==> config.mk <==
export PLATFORM = sky130hd
export DESIGN_NAME = winch_brake_load_sequencer_top
export DESIGN_NICKNAME = d
export VERILOG_FILES = /design/src/design/wbls_pkg.sv /design/src/design/wbls_cfg_regs.sv /design/src/design/wbls_step.sv /design/src/design/winch_brake_load_sequencer_top.sv
export SDC_FILE = /design/constraint.sdc
export NUM_CORES = 1
export LEC_CHECK = 0
export ABC_AREA = 1
export BUFFER_PORTS_ARGS = -buffer_cell sky130_fd_sc_hd__buf_2
export CORE_MARGIN = 5
export CORE_UTILIZATION = 60
export DETAILED_ROUTE_END_ITERATION = 6
export PLACE_DENSITY = 0.81
export SLEW_MARGIN = 25
export SYNTH_ARGS = -nofsm -noshare
export SYNTH_HDL_FRONTEND = slang
export SYNTH_SLANG_ARGS = --single-unit
==> constraint.sdc <==
create_clock -name clk -period 2.87 [get_ports clk]
set_input_delay 0.1435 -clock clk [delete_from_list [all_inputs] [get_ports clk]]
set_output_delay 0.1435 -clock clk [all_outputs]
set_load 0.02 [all_outputs]
==> src/design/wbls_pkg.sv <==
// Package: types, reset values and drive clamp shared by the load sequencer files.
`default_nettype none

package wbls_pkg;

    localparam int DRIVE_WIDTH = 16;
    localparam int CALC_WIDTH = 33;
    localparam int CFG_INDEX_WIDTH = 2;
    localparam int CFG_DATA_WIDTH = 16;
    localparam int COUNT_WIDTH = 16;
    localparam int BRAKE_POWER_WIDTH = 15;

    typedef logic signed [CALC_WIDTH-1:0] drive_calc_t;
    typedef logic signed [DRIVE_WIDTH-1:0] drive_t;

    localparam drive_calc_t FULL_SCALE = drive_calc_t'(1) <<< (DRIVE_WIDTH - 2);

    localparam logic signed [15:0] LOADER_POWER_RESET = 16'sd16384;
    localparam logic [BRAKE_POWER_WIDTH-1:0] BRAKE_POWER_RESET = 15'd16384;
    localparam logic signed [15:0] HOLD_BACK_POWER_RESET = -16'sd1638;
    localparam logic [COUNT_WIDTH-1:0] UNWIND_TICKS_RESET = 16'd2000;

    typedef enum logic [CFG_INDEX_WIDTH-1:0] {
        CFG_LOADER_POWER    = 2'd0,
        CFG_BRAKE_POWER     = 2'd1,
        CFG_HOLD_BACK_POWER = 2'd2,
        CFG_UNWIND_TICKS    = 2'd3
    } cfg_index_t;

    typedef enum logic [2:0] {
        MODE_UNKNOWN = 3'd0,
        MODE_RESET   = 3'd1,
        MODE_WIND    = 3'd2,
        MODE_BRAKE   = 3'd3,
        MODE_UNWIND  = 3'd4,
        MODE_LOADED  = 3'd5,
        MODE_SHOOT   = 3'd6
    } mode_t;

    typedef struct packed {
        logic shoot_request;
        logic retract_switch;
        logic brake_on_switch;
        logic brake_off_switch;
    } in_item_t;

    typedef struct packed {
        logic signed [DRIVE_WIDTH-1:0] winch_drive;
        logic signed [DRIVE_WIDTH-1:0] brake_drive;
        logic [2:0]                    mode_code;
        logic                          firing;
    } out_item_t;

    typedef struct packed {
        logic signed [15:0]            loader_power;
        logic [BRAKE_POWER_WIDTH-1:0]  brake_power;
        logic signed [15:0]            hold_back_power;
        logic [COUNT_WIDTH-1:0]        unwind_ticks;
    } cfg_t;

    typedef struct packed {
        mode_t                  mode;
        logic [COUNT_WIDTH-1:0] countdown;
        drive_t                 winch_cmd;
        drive_t                 brake_cmd;
    } seq_state_t;

    function automatic drive_t clamp_drive(input drive_calc_t v);
        drive_calc_t c;
        begin
            c = v;
            if (v > FULL_SCALE)
            begin
                c = FULL_SCALE;
            end
            else if (v < -FULL_SCALE)
            begin
                c = -FULL_SCALE;
            end
            return c[DRIVE_WIDTH-1:0];
        end
    endfunction

endpackage

`default_nettype wire

==> src/design/wbls_cfg_regs.sv <==
// Configuration register file of the load sequencer.
`default_nettype none

module wbls_cfg_regs (
    input  wire logic                                 clk,
    input  wire logic                                 rst_n,
    input  wire logic                                 cfg_valid,
    input  wire logic [wbls_pkg::CFG_INDEX_WIDTH-1:0] cfg_index,
    input  wire logic [wbls_pkg::CFG_DATA_WIDTH-1:0]  cfg_data,
    output wbls_pkg::cfg_t                            cfg
);

    wbls_pkg::cfg_t cfg_reg;

    always_ff @(posedge clk or negedge rst_n)
    begin
        if (!rst_n)
        begin
            cfg_reg.loader_power    <= wbls_pkg::LOADER_POWER_RESET;
            cfg_reg.brake_power     <= wbls_pkg::BRAKE_POWER_RESET;
            cfg_reg.hold_back_power <= wbls_pkg::HOLD_BACK_POWER_RESET;
            cfg_reg.unwind_ticks    <= wbls_pkg::UNWIND_TICKS_RESET;
        end
        else if (cfg_valid)
        begin
            case (wbls_pkg::cfg_index_t'(cfg_index))
                wbls_pkg::CFG_LOADER_POWER:
                    cfg_reg.loader_power <= $signed(cfg_data[15:0]);
                wbls_pkg::CFG_BRAKE_POWER:
                    cfg_reg.brake_power <= cfg_data[wbls_pkg::BRAKE_POWER_WIDTH-1:0];
                wbls_pkg::CFG_HOLD_BACK_POWER:
                    cfg_reg.hold_back_power <= $signed(cfg_data[15:0]);
                wbls_pkg::CFG_UNWIND_TICKS:
                    cfg_reg.unwind_ticks <= cfg_data[wbls_pkg::COUNT_WIDTH-1:0];
                default:
                    cfg_reg <= cfg_reg;
            endcase
        end
    end

    assign cfg = cfg_reg;

endmodule

`default_nettype wire

==> src/design/wbls_step.sv <==
// Next mode, countdown and drive commands for one control tick.
`default_nettype none

module wbls_step (
    input  wire wbls_pkg::cfg_t       cfg,
    input  wire wbls_pkg::seq_state_t cur,
    input  wire wbls_pkg::in_item_t   item,
    output wbls_pkg::seq_state_t      nxt
);

    logic shoot;
    logic wound;
    logic braked;
    logic unbraked;
    logic [wbls_pkg::COUNT_WIDTH-1:0] count_dec;
    wbls_pkg::drive_t brake_fwd;
    wbls_pkg::drive_t brake_rev;
    wbls_pkg::drive_t loader_drv;
    wbls_pkg::drive_t hold_drv;
    wbls_pkg::mode_t mode_next;

    assign shoot    = item.shoot_request;
    assign wound    = !item.retract_switch;
    assign braked   = item.brake_on_switch;
    assign unbraked = item.brake_off_switch;

    assign count_dec = (cur.countdown != '0) ? cur.countdown - 1'b1 : '0;

    assign brake_fwd  = wbls_pkg::clamp_drive(wbls_pkg::drive_calc_t'(cfg.brake_power));
    assign brake_rev  = wbls_pkg::clamp_drive(-wbls_pkg::drive_calc_t'(cfg.brake_power));
    assign loader_drv = wbls_pkg::clamp_drive(wbls_pkg::drive_calc_t'(cfg.loader_power));
    assign hold_drv   = wbls_pkg::clamp_drive(wbls_pkg::drive_calc_t'(cfg.hold_back_power));

    // next mode
    always_comb
    begin
        mode_next = cur.mode;
        case (cur.mode)
            wbls_pkg::MODE_RESET:
            begin
                if (unbraked)
                begin
                    mode_next = wbls_pkg::MODE_WIND;
                end
            end
            wbls_pkg::MODE_WIND:
            begin
                if (wound)
                begin
                    mode_next = wbls_pkg::MODE_BRAKE;
                end
            end
            wbls_pkg::MODE_BRAKE:
            begin
                if (braked)
                begin
                    mode_next = wbls_pkg::MODE_UNWIND;
                end
            end
            wbls_pkg::MODE_UNWIND:
            begin
                if (count_dec == '0)
                begin
                    mode_next = wbls_pkg::MODE_LOADED;
                end
            end
            wbls_pkg::MODE_LOADED:
            begin
                if (shoot)
                begin
                    mode_next = wbls_pkg::MODE_SHOOT;
                end
            end
            wbls_pkg::MODE_SHOOT:
            begin
                if (unbraked)
                begin
                    mode_next = wbls_pkg::MODE_WIND;
                end
            end
            default:
            begin
                if (braked)
                begin
                    mode_next = wound ? wbls_pkg::MODE_UNWIND : wbls_pkg::MODE_LOADED;
                end
                else if (unbraked)
                begin
                    mode_next = wbls_pkg::MODE_WIND;
                end
                else
                begin
                    mode_next = wbls_pkg::MODE_RESET;
                end
            end
        endcase
    end

    // countdown and drives
    always_comb
    begin
        nxt.mode      = mode_next;
        nxt.countdown = cur.countdown;
        nxt.winch_cmd = cur.winch_cmd;
        nxt.brake_cmd = cur.brake_cmd;
        case (cur.mode)
            wbls_pkg::MODE_RESET:
            begin
                nxt.brake_cmd = unbraked ? '0 : brake_fwd;
            end
            wbls_pkg::MODE_WIND:
            begin
                nxt.winch_cmd = wound ? hold_drv : loader_drv;
            end
            wbls_pkg::MODE_BRAKE:
            begin
                nxt.brake_cmd = braked ? '0 : brake_fwd;
                if (braked)
                begin
                    nxt.countdown = cfg.unwind_ticks;
                end
            end
            wbls_pkg::MODE_UNWIND:
            begin
                nxt.countdown = count_dec;
                nxt.winch_cmd = (count_dec == '0) ? '0 : brake_rev;
            end
            wbls_pkg::MODE_SHOOT:
            begin
                nxt.brake_cmd = unbraked ? '0 : brake_rev;
            end
            default:
            begin
                nxt.countdown = cur.countdown;
            end
        endcase
    end

endmodule

`default_nettype wire

==> src/design/winch_brake_load_sequencer_top.sv <==
// Top level of the winch and brake load sequencer.
//
// Input channel: in_valid, in_stall, in_item carry one control tick (shoot
// request and three limit-switch levels). An item is taken on a rising edge
// with in_valid high and in_stall low.
// Output channel: out_valid, out_stall, out_item carry one result per tick:
// held winch and brake drives (signed Q2.14), the new mode and a firing flag.
// Configuration: cfg_valid, cfg_ready, cfg_index, cfg_data write the four
// registers (loader, brake and hold-back power, unwind ticks); cfg_ready is
// always high. Write only while no item is in flight.
// From input to result an item passes an input register, then the mode
// update into the result register. One item is taken every cycle while
// the output is not stalled; the mode update is a combinational step.
// When out_stall holds a waiting result, the result register and the input
// register both hold and in_stall rises once the input register is full.
// Reset clears the mode to unknown, the countdown and both drives to zero,
// loads the register reset values and empties both pipeline registers.
`default_nettype none

module winch_brake_load_sequencer_top (
    input  wire logic                                 clk,
    input  wire logic                                 rst_n,
    input  wire logic                                 in_valid,
    output      logic                                 in_stall,
    input  wire wbls_pkg::in_item_t                   in_item,
    output      logic                                 out_valid,
    input  wire logic                                 out_stall,
    output wbls_pkg::out_item_t                       out_item,
    input  wire logic                                 cfg_valid,
    output      logic                                 cfg_ready,
    input  wire logic [wbls_pkg::CFG_INDEX_WIDTH-1:0] cfg_index,
    input  wire logic [wbls_pkg::CFG_DATA_WIDTH-1:0]  cfg_data
);

    wbls_pkg::cfg_t       cfg;
    wbls_pkg::seq_state_t state_reg;
    wbls_pkg::seq_state_t state_next;
    wbls_pkg::in_item_t   in_item_reg;
    wbls_pkg::out_item_t  out_item_reg;
    logic                 in_valid_reg;
    logic                 out_valid_reg;
    logic                 out_advance;
    logic                 in_advance;

    assign cfg_ready = 1'b1;

    wbls_cfg_regs u_cfg_regs (
        .clk       (clk),
        .rst_n     (rst_n),
        .cfg_valid (cfg_valid),
        .cfg_index (cfg_index),
        .cfg_data  (cfg_data),
        .cfg       (cfg)
    );

    wbls_step u_step (
        .cfg  (cfg),
        .cur  (state_reg),
        .item (in_item_reg),
        .nxt  (state_next)
    );

    assign out_advance = !out_valid_reg || !out_stall;
    assign in_advance  = !in_valid_reg || out_advance;
    assign in_stall    = !in_advance;

    always_ff @(posedge clk or negedge rst_n)
    begin
        if (!rst_n)
        begin
            in_valid_reg <= 1'b0;
        end
        else if (in_advance)
        begin
            in_valid_reg <= in_valid;
        end
    end

    always_ff @(posedge clk)
    begin
        if (in_advance && in_valid)
        begin
            in_item_reg <= in_item;
        end
    end

    always_ff @(posedge clk or negedge rst_n)
    begin
        if (!rst_n)
        begin
            out_valid_reg       <= 1'b0;
            state_reg.mode      <= wbls_pkg::MODE_UNKNOWN;
            state_reg.countdown <= '0;
            state_reg.winch_cmd <= '0;
            state_reg.brake_cmd <= '0;
        end
        else if (out_advance)
        begin
            out_valid_reg <= in_valid_reg;
            if (in_valid_reg)
            begin
                state_reg <= state_next;
            end
        end
    end

    always_ff @(posedge clk)
    begin
        if (out_advance && in_valid_reg)
        begin
            out_item_reg.winch_drive <= state_next.winch_cmd;
            out_item_reg.brake_drive <= state_next.brake_cmd;
            out_item_reg.mode_code   <= state_next.mode;
            out_item_reg.firing      <= (state_next.mode == wbls_pkg::MODE_SHOOT);
        end
    end

    assign out_valid = out_valid_reg;
    assign out_item  = out_item_reg;

endmodule

`default_nettype wire

==> results of run 1 <==
final cells by class:
cell class	instances	area share, %
inverters	103	4.09
flip-flops and latches	156	43.7
clock inverters	9	0.940
clock buffers	23	5.75
repair buffers	93	6.04
multi-input cells	702	37.2
well taps	176	2.33
report_power, final:
group	switching (mW)	internal, mW
registers	0.409	3.07
logic	2.44	1.21
clock network	0.943	1.44
total	3.79	5.72
final timing paths:
kind | start | to | slack (ns) | depth (start not counted)
max in group asynchronous | rst_n | u_cfg_regs.cfg[17]$_DFFE_PN1P_ | 1.75 | 3
min in group asynchronous | rst_n | u_cfg_regs.cfg[14]$_DFFE_PN0P_ | 0.25 | 2
setup / recovery | u_cfg_regs.cfg[33]$_DFFE_PN0P_ | out_item[29]$_DFFE_PP_ | 0.20 | 12
hold reg to reg | state_reg[3]$_DFFE_PN0P_ | state_reg[3]$_DFFE_PN0P_ | 0.48 | 2
hold / removal | cfg_data[15] | u_cfg_regs.cfg[31]$_DFFE_PN1P_ | 0.02 | 3
setup reg to reg | u_cfg_regs.cfg[33]$_DFFE_PN0P_ | out_item[29]$_DFFE_PP_ | 0.20 | 12
cells by family (layout without fill, tap and decap cells):
family | count (synthesis) | count (layout)
simple gates | 516 | 516
compound gates | 170 | 170
flops | 156 | 156
buf+inv | 139 | 228
xor+xnor | 12 | 12
fa+ha+maj | 3 | 3
other cells | 1 | 1
metal layers:
layer,share of wire [%],GRT usage [%],vias up
met5,0,0,-
met4,2.5,9.72,0
met3,7.9,6.89,50
met2,47,44.0,306
met1,42,37.5,3506
li1,-,-,3437
through the flow:
| stage | utilization, % | cell area (µm²) | hold slack, ns |
|---|---|---|---|
| 2_1_floorplan | - | 8120 | -0.152 |
| 3_3_place_gp | 65.5 | 8680 | 0.196 |
| 3_5_place_dp | 65.5 | 8680 | 0.197 |
| 4_1_cts | 70.8 | 9380 | 0.00975 |
| 5_1_grt | 71.3 | 9450 | 0.0251 |
| 6_report | 71.3 | 9450 | 0.0151 |
synth_stat cells (3+ instances only):
master	instances
a21boi_0	5
a21boi_1	5
a21oi_1	18
a22oi_1	7
a31oi_1	15
buf_2	9
clkbuf_1	22
dfrtp_1	98
dfstp_2	18
edfxtp_1	40
ha_1	3
inv_1	96
inv_2	6
nand2_1	281
nand2_2	16
nand3_1	65
nand3_2	15
nand4_1	11
nor2_1	89
nor2_2	6
nor2_4	6
nor3_1	4
nor4_1	3
o211ai_1	13
o21ai_0	94
o21ai_1	4
o22ai_1	3
or2_2	9
xor2_1	10
worst reg2reg max path: stages (launching register included):
cell     delay, ns
dfrtp_1       0.41
inv_1         0.07
ha_1          0.18
nand3_2       0.14
nor2_4        0.17
nand3_2       0.12
nor2_1        0.11
ha_1          0.13
inv_1         0.08
a31oi_2       0.60
a21oi_2       0.15
nand3_1       0.17
nand2_1       0.09
what timing repair did:
| item | 4_1_cts | 5_1_grt |
|---|---|---|
| hold buffers | 7 | 0 |
| buffers inserted | 0 | 1 |
| endpoints found under the setup margin | 0 | 33 |
| resized for setup | 0 | 13 |
| endpoints found under the hold margin | 45 | 0 |
placed cells by master (no fill, tap or decap), types with 9 or more instances in the layout:
cell	count
a21oi_2	9
xor2_1	10
dfstp_2	18
buf_2	63
dfrtp_1	98
inv_1	96
nand4_1	11
a31oi_1	15
nand2_2	15
a21oi_1	9
or2_2	9
o21ai_0	94
clkbuf_16	21
nand3_1	62
edfxtp_1	40
nor2_1	87
buf_4	22
nand3_2	17
o211ai_1	13
nand2_1	281
==> metrics.md, run 1 <==
| Metric | Value |
|---|---|
| Number of global-route vias before repair | roughly 6800 |
| Yosys warns | 0 |
| Starting density of the core | 61.3% |
| Skew-Pair Late Insertion Delay | between 0.4 and 0.5 ns |
| Top delay family on crit path | simple AND/OR/NAND/NOR gates |
| Nets | around 1100 |
| Critical path class | reg -> reg |
| Worst EP required | about 3 ns |
| Crit path buf inv count | 2 |
| Final worst setup slack | approximately 0.2 ns |
| Net Count, Synth | roughly 1000 |
| Die area | ~16000 µm² |
| Pre-antenna DRT Iters | 7 |
| Yosys top cell area share | 30.2% |
| Residual DRC count | 0 |
| DRT iter0 DRCs | between 800 and 900 |
| Core Area | 13200 µm² |
| Synth-to-layout area growth | 16.4% |
| H-tree depth | 4 |
| Post-synthesis cell area | around 8100 µm² |
| TritonCTS Buffers | 17 |
| Critical path capture point type | register |
| Xor-xnor portion of the synthesized cell area | roughly 1.3% |
| Post-DP HPWL | roughly 15000 µm |
| Gr ovfl total | 0 |
| Multi-input logic area | around 3500 µm² |
| PwrDens | between 1000 and 1500 nW/µm² |
| Yosys top cell by area | dfrtp_1 |
| Vias per cell | 5.78 |
| Reg area | 4130 µm² |
| Post-DRT Antenna Nets | 0 |
| Largest family of logic cells by synthesized area | simple AND/OR/NAND/NOR gates |
| Setup_tns | 0 ns |
| Status | complete, no violations |
| Total power | roughly 9.5 mW |
| DP Worst Slack | between 0.15 and 0.2 ns |
| Yosys cell types | between 40 and 50 |
| Crit start category | register |
| Adder-cell share of the synthesized area | 0.462% |
| Crit path DAT | ~2.9 ns |
| Count of final hold-check violations | 0 |
| Average wire per standard cell | ~17 µm |
| Clock-pin slew on the worst setup and hold paths | 0.06 ns |
| Synth Area in Compound Gates | between 10% and 20% |
| Clk_skew | 0.0117 ns |
| Slew of the pin with the lowest slew margin | ~0.94 ns |
| CP Max Fanout | 8 |
| Post-synth EDFFs | 40 |
| Crit path max-delay cell type | a31oi_2 |
| Minimum clock period after layout | 2.67 ns |
| IO Count | 66 |
| Die height | between 100 and 150 µm |
| Port Buf Inserts | 64 |
| Ys flop type | dfrtp_1 |
| Maxcap violations | 0 |
| Post-synthesis sequential area ratio | between 50% and 60% |
| Slew margin rel. | 37.4% |
| Global-route wire length before repair | about 35000 µm |
| Peak supply drop | around 0.6 mV |
| CP peak stage delay | approximately 0.60 ns |
| Area contributors post-synth | dfrtp_1, edfxtp_1, nand2_1 |
| Cell Count, Final, Fillers Out | around 1300 |
| Root Buffer | clkbuf_16 |
| Flops & latches, synth | ~160 |
| Site row count | 42 |
| FFs w/ async S/R, synth | 74.4% |
| Share of synthesized area spent on multiplexers | 0% |
| Gpl congestion | around 0.95 |
| Worst-path cell chain | inv_1, ha_1, nand3_2, nor2_4, nand3_2, nor2_1, ha_1, inv_1, a31oi_2, a21oi_2, nand3_1, nand2_1 |
| Initial antenna violation count | 0 |
| Post-Synth Simple-Gate Area | between 20% and 30% |
| FMAX | between 0.3 and 0.4 GHz |
| Ratio of final minimum period to clock period | 93.1% |
| Leak | roughly 4.5 nW |
| Max Root-Sink Buffers | 2 |
| Antenna diode count | 0 |
| Finish-stage setup viols | 0 |
| FILL cells | ~1100 |
| Final Slew Violations | 0 |
| Layout cell share with drive strength beyond 1 | 19.4% |
| Die W | 126 µm |
| # placed instances | 1222 |
| Mapped Cells | 997 |
| WL final | roughly 22000 µm |
| Hold crit path type | in -> reg |
| Clock sink count | ~160 |
| CTS tree | done |
| Flip-flop count of the largest register after layout | 63 |
| Mean Syn Cell Area | slightly above 8 µm² |
| Routed vias | 7299 |
| Pin count of the biggest net entering global routing | between 80 and 90 |
| GRT Util Overall | ~28% |
Note: power is estimated with default switching activity, not from simulation.
==> run 2, diff against run 1 <==
--- a/config.mk
+++ b/config.mk
@@ -8,10 +8,11 @@
 export ABC_AREA = 1
 export BUFFER_PORTS_ARGS = -buffer_cell sky130_fd_sc_hd__buf_2
 export CORE_MARGIN = 5
-export CORE_UTILIZATION = 60
+export CORE_UTILIZATION = 61
 export DETAILED_ROUTE_END_ITERATION = 6
-export PLACE_DENSITY = 0.81
+export PLACE_DENSITY = 0.82
 export SLEW_MARGIN = 25
 export SYNTH_ARGS = -nofsm -noshare
 export SYNTH_HDL_FRONTEND = slang
+export SYNTH_HIERARCHICAL = 1
 export SYNTH_SLANG_ARGS = --single-unit
==> run 2 against run 1 <==
Net effect: via count grew 16%; setup slack lost 0.14 ns; hold slack gained 0.0094 ns; global-route usage grew 3.6 points; register-to-register slack lost 0.14 ns; die area grew 4.4%; sequential share of layout area shrank 2.9 points; sequential power is essentially flat; first-iteration DRC count grew 50%; synthesized area grew 6.5%.
==> metrics.md, run 2 <==
| Metric | Value |
|---|---|
| Status | complete, no violations (unchanged) |
| Utilization after layout | 72.9% (was 71.3%) |
| Starting density of the core | 62.3% (was 61.3%) |
| Slew margin rel. | 35.0% (was 37.4%) |
| Hold_sp | cfg_data[1] (was cfg_data[15]) |
| Maxcap violations | 0 (unchanged) |
| Post-DRT Antenna Nets | 0 (unchanged) |
| Commonest non-fill, non-tap cell in the layout | nand2_1 (unchanged) |
| R2r setup slk | 0.05 ns (was 0.20 ns) |
| Yosys top cell area share | 28.4% (was 30.2%) |
| Critical R2R Capture | out_item[5]$_DFFE_PP_ (was out_item[29]$_DFFE_PP_) |
| Die area | 16700 µm² (was 16000 µm²) |
| Critical path class | reg -> reg (unchanged) |
| TritonCTS Buffers | 17 (unchanged) |
| GRT Util Overall | 31.3% (was 27.7%) |
| Clock sink count | 156 (unchanged) |
| Clock-pin slew on the worst setup and hold paths | 0.06 ns (about the same) |
| Post-synthesis cell area | 8650 µm² (was 8120 µm²) |
| Final Slew Violations | 0 (unchanged) |
| Design Area, Final | 10100 µm² (was 9450 µm²) |
| Worst-path cell chain | inv_2, ha_4, inv_2, nor2_4, nand2_4, nor3_4, nand2_1, nor2_1, ha_1, nand2_1, nor2_1, nand2_1, nor2_1, nand2_1, nand2_2, nand2_4, nand2_2, nand3b_1, a21oi_2, buf_4 (was inv_1, ha_1, nand3_2, nor2_4, nand3_2, nor2_1, ha_1, inv_1, a31oi_2, a21oi_2, nand3_1, nand2_1) |
| Number of global-route vias before repair | 7566 (was 6796) |
| CP peak stage delay | 0.38 ns (was 0.60 ns) |
| Routed vias | 8446 (was 7299) |
| CP Max Fanout | 5 (was 8) |
| Minimum clock period after layout | 2.82 ns (was 2.67 ns) |
| P_sw | 4.23 mW (was 3.79 mW) |
| Top delay family on crit path | simple AND/OR/NAND/NOR gates (unchanged) |
| Setup_tns | 0 ns (unchanged) |
| Slew of the pin with the lowest slew margin | 0.971 ns (was 0.936 ns) |
| Crit start category | register (unchanged) |
| Layout cell share with drive strength beyond 1 | 17.9% (was 19.4%) |
| WHS Endpoint | u_cfg_regs/cfg[17]$_DFFE_PN1P_ (was u_cfg_regs.cfg[31]$_DFFE_PN1P_) |
| Count of final hold-check violations | 0 (unchanged) |
| Antenna diode count | 0 (unchanged) |
| Vias per cell | 6.10 (was 5.78) |
| Post-DP HPWL | 17500 µm (was 15000 µm) |
| Share of power burned in registers | 34.3% (was 36.6%) |
| Most frequent cells in the layout | nand2_1, nand3_1, dfrtp_1, nor2_1, inv_1 (was nand2_1, dfrtp_1, inv_1, o21ai_0, nor2_1) |
| Critical path capture point type | register (unchanged) |
| Synth top cells by count | nand2_1, nand3_1, dfrtp_1 (was nand2_1, dfrtp_1, inv_1) |
| Die height | 129 µm (was 126 µm) |
| Post-synthesis sequential area ratio | 47.7% (was 50.8%) |
| Initial antenna violation count | 0 (unchanged) |
| Ratio of final minimum period to clock period | 98.2% (was 93.1%) |
| Global-route wire length before repair | 40500 µm (was 34900 µm) |
| Ys flop type | dfrtp_1 (unchanged) |
| Finish-stage setup viols | 0 (unchanged) |
| Peak supply drop | 0.678 mV (was 0.600 mV) |
| Pre-antenna DRT Iters | 6 (was 7) |
| Clk_skew | 0.00987 ns (was 0.0117 ns) |
| Crit path buf inv count | 3 (was 2) |
| PwrDens | 1010 nW/µm² (about the same) |
| Post-synth EDFFs | 40 (unchanged) |
| Reg2reg start | u_cfg_regs/cfg[33]$_DFFE_PN0P_ (was u_cfg_regs.cfg[33]$_DFFE_PN0P_) |
| WL final | 26200 µm (was 22000 µm) |
| Crit path DAT | 3.00 ns (was 2.85 ns) |
| DRT iter0 DRCs | 1260 (was 838) |
| Worst EP required | 3.05 ns (about the same) |
| Nets | 1222 (was 1103) |
| Yosys cell types | 44 (was 48) |
| Area contributors post-synth | dfrtp_1, nand2_1, edfxtp_1 (was dfrtp_1, edfxtp_1, nand2_1) |
| Mapped Cells | 1114 (was 997) |
| Most frequent CP cell | nand2_1 |
| Port Buf Inserts | 64 (unchanged) |
| Gate power share | 40.6% (was 38.4%) |
| Yosys warns | 6 (was 0) |
| Hold crit path type | in -> reg (unchanged) |
| Net Count, Synth | 1145 (was 1027) |
| IO Count | 66 (unchanged) |
| Core Area | 13900 µm² (was 13200 µm²) |
| CTS tree | done (unchanged) |
| Crit path max-delay cell type | dfrtp_1 (was a31oi_2) |
| Synth-to-layout area growth | 16.9% (was 16.4%) |
| Site row count | 43 (was 42) |
| Root Buffer | clkbuf_16 (unchanged) |
| Average wire per standard cell | 18.9 µm (was 17.5 µm) |
| Skew-Pair Late Insertion Delay | 0.43 ns (was 0.44 ns) |
| R2R depth | 20 (was 12) |
| Residual DRC count | 0 (unchanged) |
| Gr ovfl total | 0 (unchanged) |
| Yosys top cell by area | dfrtp_1 (unchanged) |
| FFs w/ async S/R, synth | 74.4% (unchanged) |
| Flops & latches, synth | 156 (unchanged) |
| Hold Path Stages | 3 (unchanged) |
| Die W | 129 µm (was 126 µm) |
| Gpl congestion | 0.954 (was 0.952) |
| Power Internal | 5.95 mW (was 5.72 mW) |
| Most numerous cell in the Yosys netlist | nand2_1 (unchanged) |
| Placed inst area | 9090 µm² (was 8680 µm²) |
| FMAX | 0.355 GHz (was 0.374 GHz) |
| WHS | 0.0245 ns (was 0.0151 ns) |
| Clk pwr share | 25.1% (was 25.0%) |
| Max Root-Sink Buffers | 2 (unchanged) |
| Pin count of the biggest net entering global routing | 62 (was 81) |
| Sw frac | 41.5% (was 39.9%) |
| H-tree depth | 4 (unchanged) |
| RSZ-0062 raised after global routing | yes |
| Leak | 5.00 nW (was 4.48 nW) |
| Mean Syn Cell Area | 7.76 µm² (was 8.14 µm²) |
| Flip-flop count of the largest register after layout | 63 (unchanged) |
## run 2: cell types whose count changed after synthesis, moves of 11 or more
cell	delta
nand3_1	+83
nand2_1	+96
nand4_1	+41
inv_1	-22
a32oi_1	+11
o21ai_0	-64
buf_2	+13
## run 2: cells by family after synthesis
kind of cell	Yosys count	share of synthesized area [%]
xor+xnor	7	0.709
buf+inv	140	7.61
simple gates	720	37.0
fa+ha+maj	4	0.579
compound gates	86	6.32
other cells	1	0.0434
flops	156	47.7
## run 2: per-stage QoR
stage | power (mW) | worst slack [ns] | instances
after floorplan | 6.14 | 0.309 | 1114
after global placement | 7.15 | 0.120 | 1330
after detailed placement | 7.24 | -0.0183 | 1330
after CTS | 9.83 | 0.0168 | 1376
after global routing | 10.7 | -0.119 | 1384
final | 10.2 | 0.0526 | 1384
## run 2: layout make-up
class,instances,area [µm²]
Fill cell,1106,3770
Clock inverter,15,243
Inverter,79,297
Tap cell,180,225
Multi-Input combinational cell,820,4030
Clock buffer,17,425
Timing Repair Buffer,117,768
Sequential cell,156,4130
## run 2: repair_timing
| action | CTS | global route |
|---|---|---|
| pin swaps | 0 | 20 |
| endpoints found under the setup margin | 3 | 58 |
| hold buffers | 14 | 0 |
| setup buffers | 0 | 6 |
| endpoints found under the hold margin | 42 | 0 |
| gates resized for setup | 1 | 36 |
| gates cloned | 0 | 2 |
## run 2: worst max-delay path by stage
stage / from / depth (start not counted) / end
after floorplan: u_cfg_regs/cfg[32]$_DFFE_PN0P_ / 18 / out_item[29]$_DFFE_PP_
after global placement: u_cfg_regs/cfg[32]$_DFFE_PN0P_ / 19 / state_reg[22]$_DFFE_PN0P_
after detailed placement: u_cfg_regs/cfg[33]$_DFFE_PN0P_ / 18 / state_reg[1]$_DFFE_PN0P_
after CTS: u_cfg_regs/cfg[33]$_DFFE_PN0P_ / 21 / state_reg[1]$_DFFE_PN0P_
after global routing: u_cfg_regs/cfg[33]$_DFFE_PN0P_ / 20 / out_item[5]$_DFFE_PP_
final: u_cfg_regs/cfg[33]$_DFFE_PN0P_ / 20 / out_item[5]$_DFFE_PP_
## run 2: power by group through the flow
stage	clock, mW	combinational, mW	sequential [mW]
after floorplan	0	2.56	3.58
after global placement	0	3.66	3.49
after detailed placement	0	3.75	3.49
after CTS	2.57	3.79	3.47
after global routing	2.66	4.50	3.56
final	2.55	4.14	3.49
## run 2: metal layers
layer  share of wire (%)  up-vias  wire length [µm]  global-route usage, %
met2                  45      515             11900                   47.3
met4                 3.9        0              1020                   10.6
met5                   0        -                 0                      0
met1                  42     3971             10900                   45.7
li1                    -     3880                 -                      -
met3                 9.0       80              2360                   6.06
## run 2: tightest hold or removal path: stages
cell and delay, ns:
buf_2 0.16, nand4_1 0.10, nand2_1 0.05
